[config.mk]
export PLATFORM = sky130hd
export DESIGN_NAME = bounded_sequence_deque
export DESIGN_NICKNAME = d
export VERILOG_FILES = /design/src/sv/bsd_pkg.sv /design/src/sv/bounded_sequence_deque.sv /design/src/sv/bsd_ram.sv /design/src/sv/bsd_ctrl.sv
export SDC_FILE = /design/constraint.sdc
export NUM_CORES = 1
export LEC_CHECK = 0
export ABC_AREA = 1
export BUFFER_PORTS_ARGS = -buffer_cell sky130_fd_sc_hd__buf_2
export CAP_MARGIN = 5
export CORE_MARGIN = 8
export CORE_UTILIZATION = 50
export CTS_CLUSTER_SIZE = 25
export DETAILED_ROUTE_END_ITERATION = 8
export PLACE_DENSITY = 0.73
export SYNTH_ARGS = -nofsm -noshare
export SYNTH_HDL_FRONTEND = slang
export SYNTH_HIERARCHICAL = 1
export SYNTH_SLANG_ARGS = --single-unit
[constraint.sdc]
create_clock -name i_clk -period 5.1 [get_ports i_clk]
set_clock_uncertainty 0.2 [all_clocks]
set_input_delay 1.53 -clock i_clk [delete_from_list [all_inputs] [get_ports i_clk]]
set_output_delay 1.53 -clock i_clk [all_outputs]
set_load 0.02 [all_outputs]
[src/sv/bsd_pkg.sv]
`timescale 1ns / 1ps
`default_nettype none

package bsd_pkg;

    // Ring depth; must be a power of two so that slot arithmetic wraps by truncation.
    localparam int DEPTH  = 16;
    localparam int SLOT_W = $clog2(DEPTH);
    localparam int CNT_W  = $clog2(DEPTH + 1);
    localparam int DATA_W = 32;
    localparam logic [3:0] GSL_RESET = 4'd11;

    typedef enum logic [3:0] {
        REQ_PUSH_FRONT = 4'd0,
        REQ_PUSH_BACK  = 4'd1,
        REQ_POP_FRONT  = 4'd2,
        REQ_POP_BACK   = 4'd3,
        REQ_READ       = 4'd4,
        REQ_WRITE      = 4'd5,
        REQ_CONTAINS   = 4'd6,
        REQ_GREATER    = 4'd7,
        REQ_CLEAR      = 4'd8
    } t_req;

    typedef enum logic [1:0] {
        ST_OK     = 2'd0,
        ST_EMPTY  = 2'd1,
        ST_BADIDX = 2'd2,
        ST_FULL   = 2'd3
    } t_status;

    typedef enum logic [1:0] {
        S_IDLE,
        S_EXEC,
        S_READ,
        S_SCAN
    } t_state;

    typedef struct packed {
        t_status            status;
        logic signed [31:0] data;
        logic               found;
        logic [3:0]         position;
        logic [4:0]         count;
    } t_result;

    typedef struct packed {
        logic              en;
        logic              we;
        logic [SLOT_W-1:0] addr;
        logic [DATA_W-1:0] wdata;
    } t_ram_req;

endpackage

`default_nettype wire

[src/sv/bounded_sequence_deque.sv]
`timescale 1ns / 1ps
`default_nettype none

// Bounded deque of signed 32-bit values held in a single-port ring memory of DEPTH slots,
// with push and pop at both ends, indexed read and write, a membership search, a
// first-greater search and clear. Each transfer on the request channel yields exactly one
// transfer on the result channel. A request is taken in one cycle and executed in the next;
// a read then fetches its entry from the memory, and a search reads the entries in order
// from the front until a hit or its last position (at most DEPTH entries examined), as the
// memory port delivers one entry per cycle. A new request is taken while the previous
// result still waits in the output register. The register at APB address 0 holds the last
// position examined by the first-greater search (reset 11).
module bounded_sequence_deque
    import bsd_pkg::*;
(
    input  wire logic        i_clk,
    input  wire logic        i_rst_n,
    input  wire logic        i_valid,
    output logic             o_ready,
    input  wire logic [3:0]  i_req_type,
    input  wire logic [3:0]  i_index,
    input  wire logic [31:0] i_value,
    output logic             o_valid,
    input  wire logic        i_ready,
    output logic [1:0]       o_status,
    output logic [31:0]      o_data,
    output logic             o_found,
    output logic [3:0]       o_position,
    output logic [4:0]       o_count,
    input  wire logic        psel,
    input  wire logic        penable,
    input  wire logic        pwrite,
    input  wire logic [2:0]  paddr,
    input  wire logic [31:0] pwdata,
    output logic [31:0]      prdata,
    output logic             pready
);

    logic [3:0]        r_gsl;
    t_result           r_out;
    logic              r_out_valid;
    logic              c_res_ready;
    logic              c_res_valid;
    t_result           c_res;
    t_ram_req          c_ram;
    logic [DATA_W-1:0] c_rdata;

    assign pready = 1'b1;
    assign prdata = (paddr[2] == 1'b0) ? {28'd0, r_gsl} : 32'd0;

    always_ff @(posedge i_clk) begin
        if (!i_rst_n) begin
            r_gsl <= GSL_RESET;
        end else if (psel && penable && pwrite && paddr[2] == 1'b0) begin
            r_gsl <= pwdata[3:0];
        end
    end

    assign c_res_ready = !r_out_valid || i_ready;

    always_ff @(posedge i_clk) begin
        if (!i_rst_n) begin
            r_out_valid <= 1'b0;
        end else if (c_res_ready) begin
            r_out_valid <= c_res_valid;
        end
    end

    always_ff @(posedge i_clk) begin
        if (c_res_ready && c_res_valid) begin
            r_out <= c_res;
        end
    end

    bsd_ctrl u_ctrl (
        .i_clk       (i_clk),
        .i_rst_n     (i_rst_n),
        .i_valid     (i_valid),
        .o_ready     (o_ready),
        .i_req_type  (i_req_type),
        .i_index     (i_index),
        .i_value     (i_value),
        .i_gsl       (r_gsl),
        .i_res_ready (c_res_ready),
        .o_res_valid (c_res_valid),
        .o_res       (c_res),
        .o_ram       (c_ram),
        .i_rdata     (c_rdata)
    );

    bsd_ram #(
        .WIDTH (DATA_W),
        .DEPTH (DEPTH)
    ) u_ram (
        .i_clk   (i_clk),
        .i_en    (c_ram.en),
        .i_we    (c_ram.we),
        .i_addr  (c_ram.addr),
        .i_wdata (c_ram.wdata),
        .o_rdata (c_rdata)
    );

    assign o_valid    = r_out_valid;
    assign o_status   = r_out.status;
    assign o_data     = r_out.data;
    assign o_found    = r_out.found;
    assign o_position = r_out.position;
    assign o_count    = r_out.count;

endmodule

`default_nettype wire

[src/sv/bsd_ram.sv]
`timescale 1ns / 1ps
`default_nettype none

module bsd_ram #(
    parameter int WIDTH = 32,
    parameter int DEPTH = 16
) (
    input  wire logic                     i_clk,
    input  wire logic                     i_en,
    input  wire logic                     i_we,
    input  wire logic [$clog2(DEPTH)-1:0] i_addr,
    input  wire logic [WIDTH-1:0]         i_wdata,
    output logic      [WIDTH-1:0]         o_rdata
);

    logic [WIDTH-1:0] r_mem [DEPTH];
    logic [WIDTH-1:0] r_rdata;

    // Read data holds its value until the next read.
    always_ff @(posedge i_clk) begin
        if (i_en) begin
            if (i_we) begin
                r_mem[i_addr] <= i_wdata;
            end else begin
                r_rdata <= r_mem[i_addr];
            end
        end
    end

    assign o_rdata = r_rdata;

endmodule

`default_nettype wire

[src/sv/bsd_ctrl.sv]
`timescale 1ns / 1ps
`default_nettype none

module bsd_ctrl
    import bsd_pkg::*;
(
    input  wire logic              i_clk,
    input  wire logic              i_rst_n,
    input  wire logic              i_valid,
    output logic                   o_ready,
    input  wire logic [3:0]        i_req_type,
    input  wire logic [3:0]        i_index,
    input  wire logic [31:0]       i_value,
    input  wire logic [3:0]        i_gsl,
    input  wire logic              i_res_ready,
    output logic                   o_res_valid,
    output t_result                o_res,
    output t_ram_req               o_ram,
    input  wire logic [DATA_W-1:0] i_rdata
);

    t_state             r_state, n_state;
    logic [SLOT_W-1:0]  r_front, n_front;
    logic [CNT_W-1:0]   r_count, n_count;
    logic [3:0]         r_req;
    logic [3:0]         r_index;
    logic signed [31:0] r_value;
    logic [SLOT_W-1:0]  r_pos, n_pos;
    logic [SLOT_W-1:0]  r_last, n_last;

    logic              c_full;
    logic              c_empty;
    logic              c_idx_ok;
    logic              c_hit;
    logic              c_end;
    logic [CNT_W-1:0]  c_cnt_m1;
    logic [SLOT_W-1:0] c_idx_slot;

    assign c_full     = (r_count == CNT_W'(DEPTH));
    assign c_empty    = (r_count == '0);
    assign c_idx_ok   = (32'(r_index) < 32'(r_count));
    assign c_idx_slot = r_front + SLOT_W'(r_index);
    assign c_cnt_m1   = r_count - CNT_W'(1);
    assign c_hit      = (r_req == REQ_CONTAINS) ? (i_rdata == r_value)
                                                : ($signed(i_rdata) > r_value);
    assign c_end      = c_hit || (r_pos == r_last);

    // Next state
    always_comb begin
        n_state = r_state;
        unique case (r_state)
            S_IDLE: begin
                if (i_valid) begin
                    n_state = S_EXEC;
                end
            end
            S_EXEC: begin
                case (r_req)
                    REQ_READ: begin
                        if (c_idx_ok) begin
                            n_state = S_READ;
                        end else if (i_res_ready) begin
                            n_state = S_IDLE;
                        end
                    end
                    REQ_CONTAINS, REQ_GREATER: begin
                        if (!c_empty) begin
                            n_state = S_SCAN;
                        end else if (i_res_ready) begin
                            n_state = S_IDLE;
                        end
                    end
                    default: begin
                        if (i_res_ready) begin
                            n_state = S_IDLE;
                        end
                    end
                endcase
            end
            S_READ: begin
                if (i_res_ready) begin
                    n_state = S_IDLE;
                end
            end
            S_SCAN: begin
                if (c_end && i_res_ready) begin
                    n_state = S_IDLE;
                end
            end
            default: n_state = S_IDLE;
        endcase
    end

    // Outputs, memory requests and pointer updates
    always_comb begin
        o_ready        = (r_state == S_IDLE);
        o_res_valid    = 1'b0;
        o_res.status   = ST_OK;
        o_res.data     = '0;
        o_res.found    = 1'b0;
        o_res.position = '0;
        o_res.count    = 5'(r_count);
        o_ram.en       = 1'b0;
        o_ram.we       = 1'b0;
        o_ram.addr     = c_idx_slot;
        o_ram.wdata    = r_value;
        n_front        = r_front;
        n_count        = r_count;
        n_pos          = r_pos;
        n_last         = r_last;

        unique case (r_state)
            S_IDLE: begin
            end
            S_EXEC: begin
                case (r_req)
                    REQ_PUSH_FRONT: begin
                        o_res_valid = 1'b1;
                        if (c_full) begin
                            o_res.status = ST_FULL;
                        end else if (i_res_ready) begin
                            o_ram.en   = 1'b1;
                            o_ram.we   = 1'b1;
                            o_ram.addr = r_front - SLOT_W'(1);
                            n_front    = r_front - SLOT_W'(1);
                            n_count    = r_count + CNT_W'(1);
                        end
                        if (!c_full) begin
                            o_res.count = 5'(r_count + CNT_W'(1));
                        end
                    end
                    REQ_PUSH_BACK: begin
                        o_res_valid = 1'b1;
                        if (c_full) begin
                            o_res.status = ST_FULL;
                        end else begin
                            o_res.count = 5'(r_count + CNT_W'(1));
                            if (i_res_ready) begin
                                o_ram.en   = 1'b1;
                                o_ram.we   = 1'b1;
                                o_ram.addr = r_front + SLOT_W'(r_count);
                                n_count    = r_count + CNT_W'(1);
                            end
                        end
                    end
                    REQ_POP_FRONT, REQ_POP_BACK: begin
                        o_res_valid = 1'b1;
                        if (c_empty) begin
                            o_res.status = ST_EMPTY;
                        end else begin
                            o_res.count = 5'(c_cnt_m1);
                            if (i_res_ready) begin
                                n_count = c_cnt_m1;
                                if (r_req == REQ_POP_FRONT) begin
                                    n_front = r_front + SLOT_W'(1);
                                end
                            end
                        end
                    end
                    REQ_READ: begin
                        if (c_idx_ok) begin
                            o_ram.en = 1'b1;
                        end else begin
                            o_res_valid  = 1'b1;
                            o_res.status = ST_BADIDX;
                        end
                    end
                    REQ_WRITE: begin
                        o_res_valid = 1'b1;
                        if (!c_idx_ok) begin
                            o_res.status = ST_BADIDX;
                        end else if (i_res_ready) begin
                            o_ram.en = 1'b1;
                            o_ram.we = 1'b1;
                        end
                    end
                    REQ_CONTAINS, REQ_GREATER: begin
                        if (c_empty) begin
                            o_res_valid = 1'b1;
                        end else begin
                            o_ram.en   = 1'b1;
                            o_ram.addr = r_front;
                            n_pos      = '0;
                            if (r_req == REQ_GREATER && 32'(i_gsl) < 32'(c_cnt_m1)) begin
                                n_last = SLOT_W'(i_gsl);
                            end else begin
                                n_last = SLOT_W'(c_cnt_m1);
                            end
                        end
                    end
                    REQ_CLEAR: begin
                        o_res_valid = 1'b1;
                        o_res.count = '0;
                        if (i_res_ready) begin
                            n_front = '0;
                            n_count = '0;
                        end
                    end
                    default: begin
                        o_res_valid = 1'b1;
                    end
                endcase
            end
            S_READ: begin
                o_res_valid = 1'b1;
                o_res.data  = i_rdata;
            end
            S_SCAN: begin
                // Read data belongs to position r_pos; fetch the next one unless done.
                if (c_end) begin
                    o_res_valid = 1'b1;
                    o_res.found = c_hit;
                    if (c_hit && r_req == REQ_GREATER) begin
                        o_res.position = 4'(r_pos);
                    end
                end else begin
                    o_ram.en   = 1'b1;
                    o_ram.addr = r_front + r_pos + SLOT_W'(1);
                    n_pos      = r_pos + SLOT_W'(1);
                end
            end
            default: begin
            end
        endcase
    end

    always_ff @(posedge i_clk) begin
        if (!i_rst_n) begin
            r_state <= S_IDLE;
            r_front <= '0;
            r_count <= '0;
        end else begin
            r_state <= n_state;
            r_front <= n_front;
            r_count <= n_count;
        end
    end

    always_ff @(posedge i_clk) begin
        if (r_state == S_IDLE && i_valid) begin
            r_req   <= i_req_type;
            r_index <= i_index;
            r_value <= i_value;
        end
        r_pos  <= n_pos;
        r_last <= n_last;
    end

endmodule

`default_nettype wire

Word level (Yosys, flattened, before mapping)

Memories as Yosys holds them, arrays and structs flattened. A register that Yosys moved wholly into a read port is not among the register bits.
Index checks and enable logic that the tools add are counted.

Bits in registers: 108
Memory bits (writable): 512
Input bits: 82
Output and inout bits: 79
Logic and storage cells: 147
Memories: 1

Memories:

| memory      | depth | bits a word | rd ports | clocked after Yosys merged registers in | wr ports | line          | text |
|---|---|---|---|---|---|---|---|
| u_ram.r_mem | 16    | 32          | 1        | 1                                       | 1        | bsd_ram.sv:16 | `logic [WIDTH-1:0] r_mem [DEPTH];` |

Add/subtract/negate cells: 9
Order comparisons: 3
Equal/unequal tests: 27
Muxes and demuxes: 60
Bitwise operators: 3
Reductions and logical operators: 29

Operators by type and width:

| operator                                                                 | count |
|---|---|
| 4-bit 2-to-1 mux                                                         | 13 |
| 5-bit 2-to-1 mux                                                         | 8 |
| 32-bit == test                                                           | 1 |
| 32-bit greater-than comparator                                           | 1 |
| 5-bit one-hot mux with 3 select lines                                    | 2 |
| 6-bit 2-to-1 mux                                                         | 4 |
| 4-bit one-hot mux with 3 select lines                                    | 2 |
| 2-bit inequality test (second input constant)                            | 10 |
| 2-bit 2-to-1 mux                                                         | 9 |
| 4-bit by 3-bit == test with 1-bit output (second input constant)         | 4 |
| 4-bit one-hot mux with 2 select lines                                    | 2 |
| 4-bit by 1-bit adder with 4-bit output (second input constant)           | 3 |
| 4-bit adder                                                              | 3 |
| 1-bit 2-to-1 mux                                                         | 12 |
| 4-bit by 5-bit < comparator with 1-bit output                            | 2 |
| 4-bit by 2-bit == test with 1-bit output (second input constant)         | 2 |
| 1-bit logical AND                                                        | 8 |
| 2-bit one-hot mux with 4 select lines                                    | 1 |
| 8-bit AND reduction                                                      | 1 |
| 2-bit OR reduction                                                       | 4 |
| 7-bit AND reduction                                                      | 1 |
| 2-bit by 1-bit inequality test with 1-bit output (second input constant) | 3 |
| 1-bit one-hot mux with 3 select lines                                    | 2 |
| 2-bit one-hot mux with 3 select lines                                    | 1 |
| other kinds (23)                                                         | 32 |

Logic depth before layout (Yosys ltp)

Word-level depth: 9
Mapped depth: 31
Mapped depth without buffers: 28

Modules after synthesis

The synthesis kept the hierarchy.

Modules (own cells, without submodules):

| module                 | times used | cells an instance | area an instance (um^2) | seq. area each (um^2) |
|---|---|---|---|---|
| bsd_ram                | 1          | 2117              | 22549.1                 | 16335.7 |
| bsd_ctrl               | 1          | 583               | 4579.4                  | 1661.6 |
| bounded_sequence_deque | 1          | 115               | 1798.0                  | 1421.4 |

Worst setup path before layout

OpenSTA, ideal clock, no wires.

Path type: input port to flip-flop
Start: in i_valid
End: reg u_ctrl.r_index[0] (enable)
Library setup time: 0.498 ns
Arrival: 4.517 ns
Required time: 4.402 ns
Path slack: -0.114 ns
Stages on the path: 1
Buffers on the path: 0
Cells stage by stage: nor3b_1

Cells in the longest elaborated chain, start to end: 1

Ends and longest elaborated chain:

| what                   | line                         | text |
|---|---|---|
| start: declaration     | bounded_sequence_deque.sv:18 | `input wire logic i_valid,` |
| 1-bit logical AND      | bsd_ctrl.sv:240              | `if (r_state == S_IDLE && i_valid) begin` |
| end signal: assignment | bsd_ctrl.sv:242              | `r_index <= i_index;` |
| end: declaration       | bsd_ctrl.sv:26               | `logic [3:0] r_index;` |

Every way passes these cells.
A chain may end at the register's enable or synchronous reset.

==> flow_metrics.env <==
export IMPL_max_freq_mhz=216
export IMPL_crit_type="reg2reg"
export IMPL_finalSetupViolations=0
export IMPL_use_met3=0.0349
export IMPL_met2_usage=0.347
export IMPL_synth_avg_cell_area_um2=10.3
export IMPL_syn_to_final_growth_pct=13.6
export IMPL_die_h_um=257
export IMPL_synth_area_leaders="edfxtp_1 66%, nand2_1 19%, inv_1 2.5%, ha_1 2.2%, nor2_1 1.5%"
export IMPL_crit_required_ns=5.14
export IMPL_ios=161
export IMPL_synth_compound_area_frac=0.0189
export IMPL_htreeDepth=3
export IMPL_worstPathMaxFanout=20
export IMPL_cts_tree="yes"
export IMPL_clk_latency_ns=0.60
export IMPL_crit_path_start_kind="register"
export IMPL_grt_max_degree=114
export IMPL_multiInputGateArea_um2=8110
export IMPL_regToRegSetupSlack_ns=0.48
export IMPL_antenna_found_initial=0
export IMPL_synth_xor_area_frac=0.00666
export IMPL_nFillCells=4644
export IMPL_synth_area_mux_share=0
export IMPL_crit_family="simple AND/OR/NAND/NOR gates"
export IMPL_yosysTopAreaCellShare=0.660
export IMPL_tightest_slew_ns=0.636
export IMPL_endpoint_kind="register"
export IMPL_grt_busiest_layer="met2"
export IMPL_cts_sinks=652
export IMPL_worst_path_max_delay_cell="edfxtp_1"
export IMPL_synth_adder_area_share=0.0246
export IMPL_regArea_um2=19400
export IMPL_yosys_area_share_simple=0.220
export IMPL_clockRootBuffer="clkbuf_16"
export IMPL_start_util=0.503
export IMPL_layout_drive_gt1_share=0.106
export IMPL_crit_buf_inv=3
export IMPL_wl_per_cell_um=17.8
export IMPL_hold_viol=0
export IMPL_fin_setup_tns_ns=0
export IMPL_syn_area_um2=28900
export IMPL_die_w_um=257
export IMPL_layout_commonest_cell="nand2_1"
export IMPL_grt_pass1_vias=19223
export IMPL_cp_cell_sequence="inv_1 > ha_1 > nand2_1 > nor2_1 > nand2_1 > nand2_1 > nand2_1 > nand2_1 > nand2_1 > nand3_1 > nand3_1 > nand3_1 > nand2_1 > nand3_1 > nand3_4 > inv_6 > nand3_1 > nor2_4 > buf_4"
export IMPL_cts_clk_slew_worst_paths_ns=0.06
export IMPL_leakage_nw=14.1
export IMPL_numCtsBuffers=68
export IMPL_vdd_drop_max_uv=244
export IMPL_critical_path_most_common_cell="nand2_1"
export IMPL_ys_flop_type="edfxtp_1"
export IMPL_drc_errors=0
export IMPL_cts_buffer_depth=3
export IMPL_dr_first_iter_drc_count=1521
export IMPL_total_power_mw=12.3
export IMPL_yosys_warnings=6
export IMPL_overflow=0
export IMPL_firstDrtPassIters=8
export IMPL_ys_seq_area_frac=0.671
export IMPL_maxCapViolations=0
export IMPL_fp_coreArea_um2=57500
export IMPL_grt_use_met1=0.249
export IMPL_die_area_um2=65800
export IMPL_arrival_ns=4.67
export IMPL_synth_edf_count=636
export IMPL_grt_first_pass_wirelength_mm=104
export IMPL_synth_top_family_by_area="simple AND/OR/NAND/NOR gates"
export IMPL_setup_ws_ns=0.478
export IMPL_period_minus_slack_ns=4.62
export IMPL_layout_common_cells="1478 x nand2_1, 636 x edfxtp_1, 195 x inv_1"
export IMPL_ys_ff_latch=652
export IMPL_io_buffers=101
export IMPL_rsz0062_at_grt="no"
export IMPL_cts_resized=0
export IMPL_antenna_cells=0
export IMPL_critPathMaxStageDelay_ns=0.73
export IMPL_final_max_slew_viol_count=0
export IMPL_row_count=88
export IMPL_hold_class="reg2reg"
export IMPL_fin_crit_sh=0.906
export IMPL_syn_instance_count=2815
export IMPL_outcome="finished, final reports clean"
export IMPL_vias=19251
export IMPL_synth_top_cell_by_area="edfxtp_1"
export IMPL_power_density_nw_per_um2=374
export IMPL_post_place_ws_ns=0.379
export IMPL_vias_per_cell=5.11
export IMPL_grt_usage=0.200
export IMPL_slew_headroom=0.571
export IMPL_dp_hpwl_mm=40.2
export IMPL_synthDistinctLibCells=49
export IMPL_ant_nets=0
export IMPL_async_flop_share=0
export IMPL_place_gp_congestion=0.877
export IMPL_fin_nets=3095
export IMPL_wirelength_mm=67.0
## power by group
part           internal (mW)  switching [mW]  leakage, nW
registers               5.97          0.0739         5.90
logic                  0.401           0.948         7.12
clock network           2.90            2.00         1.06
total                   9.27            3.02         14.1
## metrics by stage
step	utilization	hold slack (ns)	cells	instance area [um^2]
detailed placement	0.533	0.289	3650	30600
CTS	0.571	0.301	3768	32800
global placement	0.533	0.274	3650	30600
finish	0.572	0.300	3771	32900
global route	0.572	0.347	3771	32900
floorplan	-	0.251	2842	29000
## synthesized netlist by cell type, drive strengths merged (2+ instances only)
cell,count
ha,52
o21a,2
or2,3
inv,203
xnor2,10
nand4,8
nand3,31
a21oi,41
dfxtp,16
clkbuf,14
nand2,1483
buf,118
fa,3
o22ai,6
nor2,121
conb,2
o21ai,25
nor3,7
edfxtp,636
xor2,12
a22oi,3
a211oi,4
o211ai,5
## state kept, by name, indices dropped and copies added (netlist names)
signal and count:
o_valid 1, u_ctrl/r_last 4, u_ctrl/r_value 32, r_gsl 4, o_count 5, o_position 4, o_status 2, o_found 1
u_ctrl/r_count 5, u_ram/r_mem 512, u_ram/o_rdata 32, u_ctrl/r_state 2, u_ctrl/r_index 4, o_data 32, u_ctrl/r_pos 4, u_ctrl/r_front 4
u_ctrl/r_req 4
## cell type report
type                    count  area share
flip-flops and latches    652       0.591
multi-input cells        1854       0.247
clock buffers              84      0.0556
repair buffers            178      0.0425
well taps                 765      0.0291
inverters                 204      0.0236
clock inverters            34      0.0113
## kinds of logic (layout without fill, tap and decap cells)
kind of cell	count (synthesis)	count (layout)
AOI/OAI and AO/OA	93	93
xor gates and xnor gates	22	22
DFF	652	652
and+or+nand+nor	1655	1655
buffers and inverters	336	500
other	2	29
adders and majority gates	55	55
## worst min-delay path, stage by stage (launching register included)
cell and delay, ns:
dfxtp_1 0.32, nand2_1 0.07, nand3_1 0.05
## path summary, 6_finish.rpt
path | cells past startpoint | start | to
worst max-delay path | 19 | u_ctrl/r_value[5] | u_ram/r_mem[2][4]
worst min-delay path | 2 | r_gsl[0] | r_gsl[0]
worst max register to register | 19 | u_ctrl/r_value[5] | u_ram/r_mem[2][4]
worst min register to register | 2 | r_gsl[0] | r_gsl[0]
## metal layers
metal,part of all wire,routed length (um)
met4,0.030,2040
met2,0.49,33000
met3,0.075,5020
met1,0.40,26900
met5,0,0
## repair_timing
item,CTS,global route
hold buffers,0,0
endpoints found under the setup margin,0,23
hold endpoints to repair,0,0
setup buffers,0,3
No activity file was read; power rests on OpenSTA's default activity.
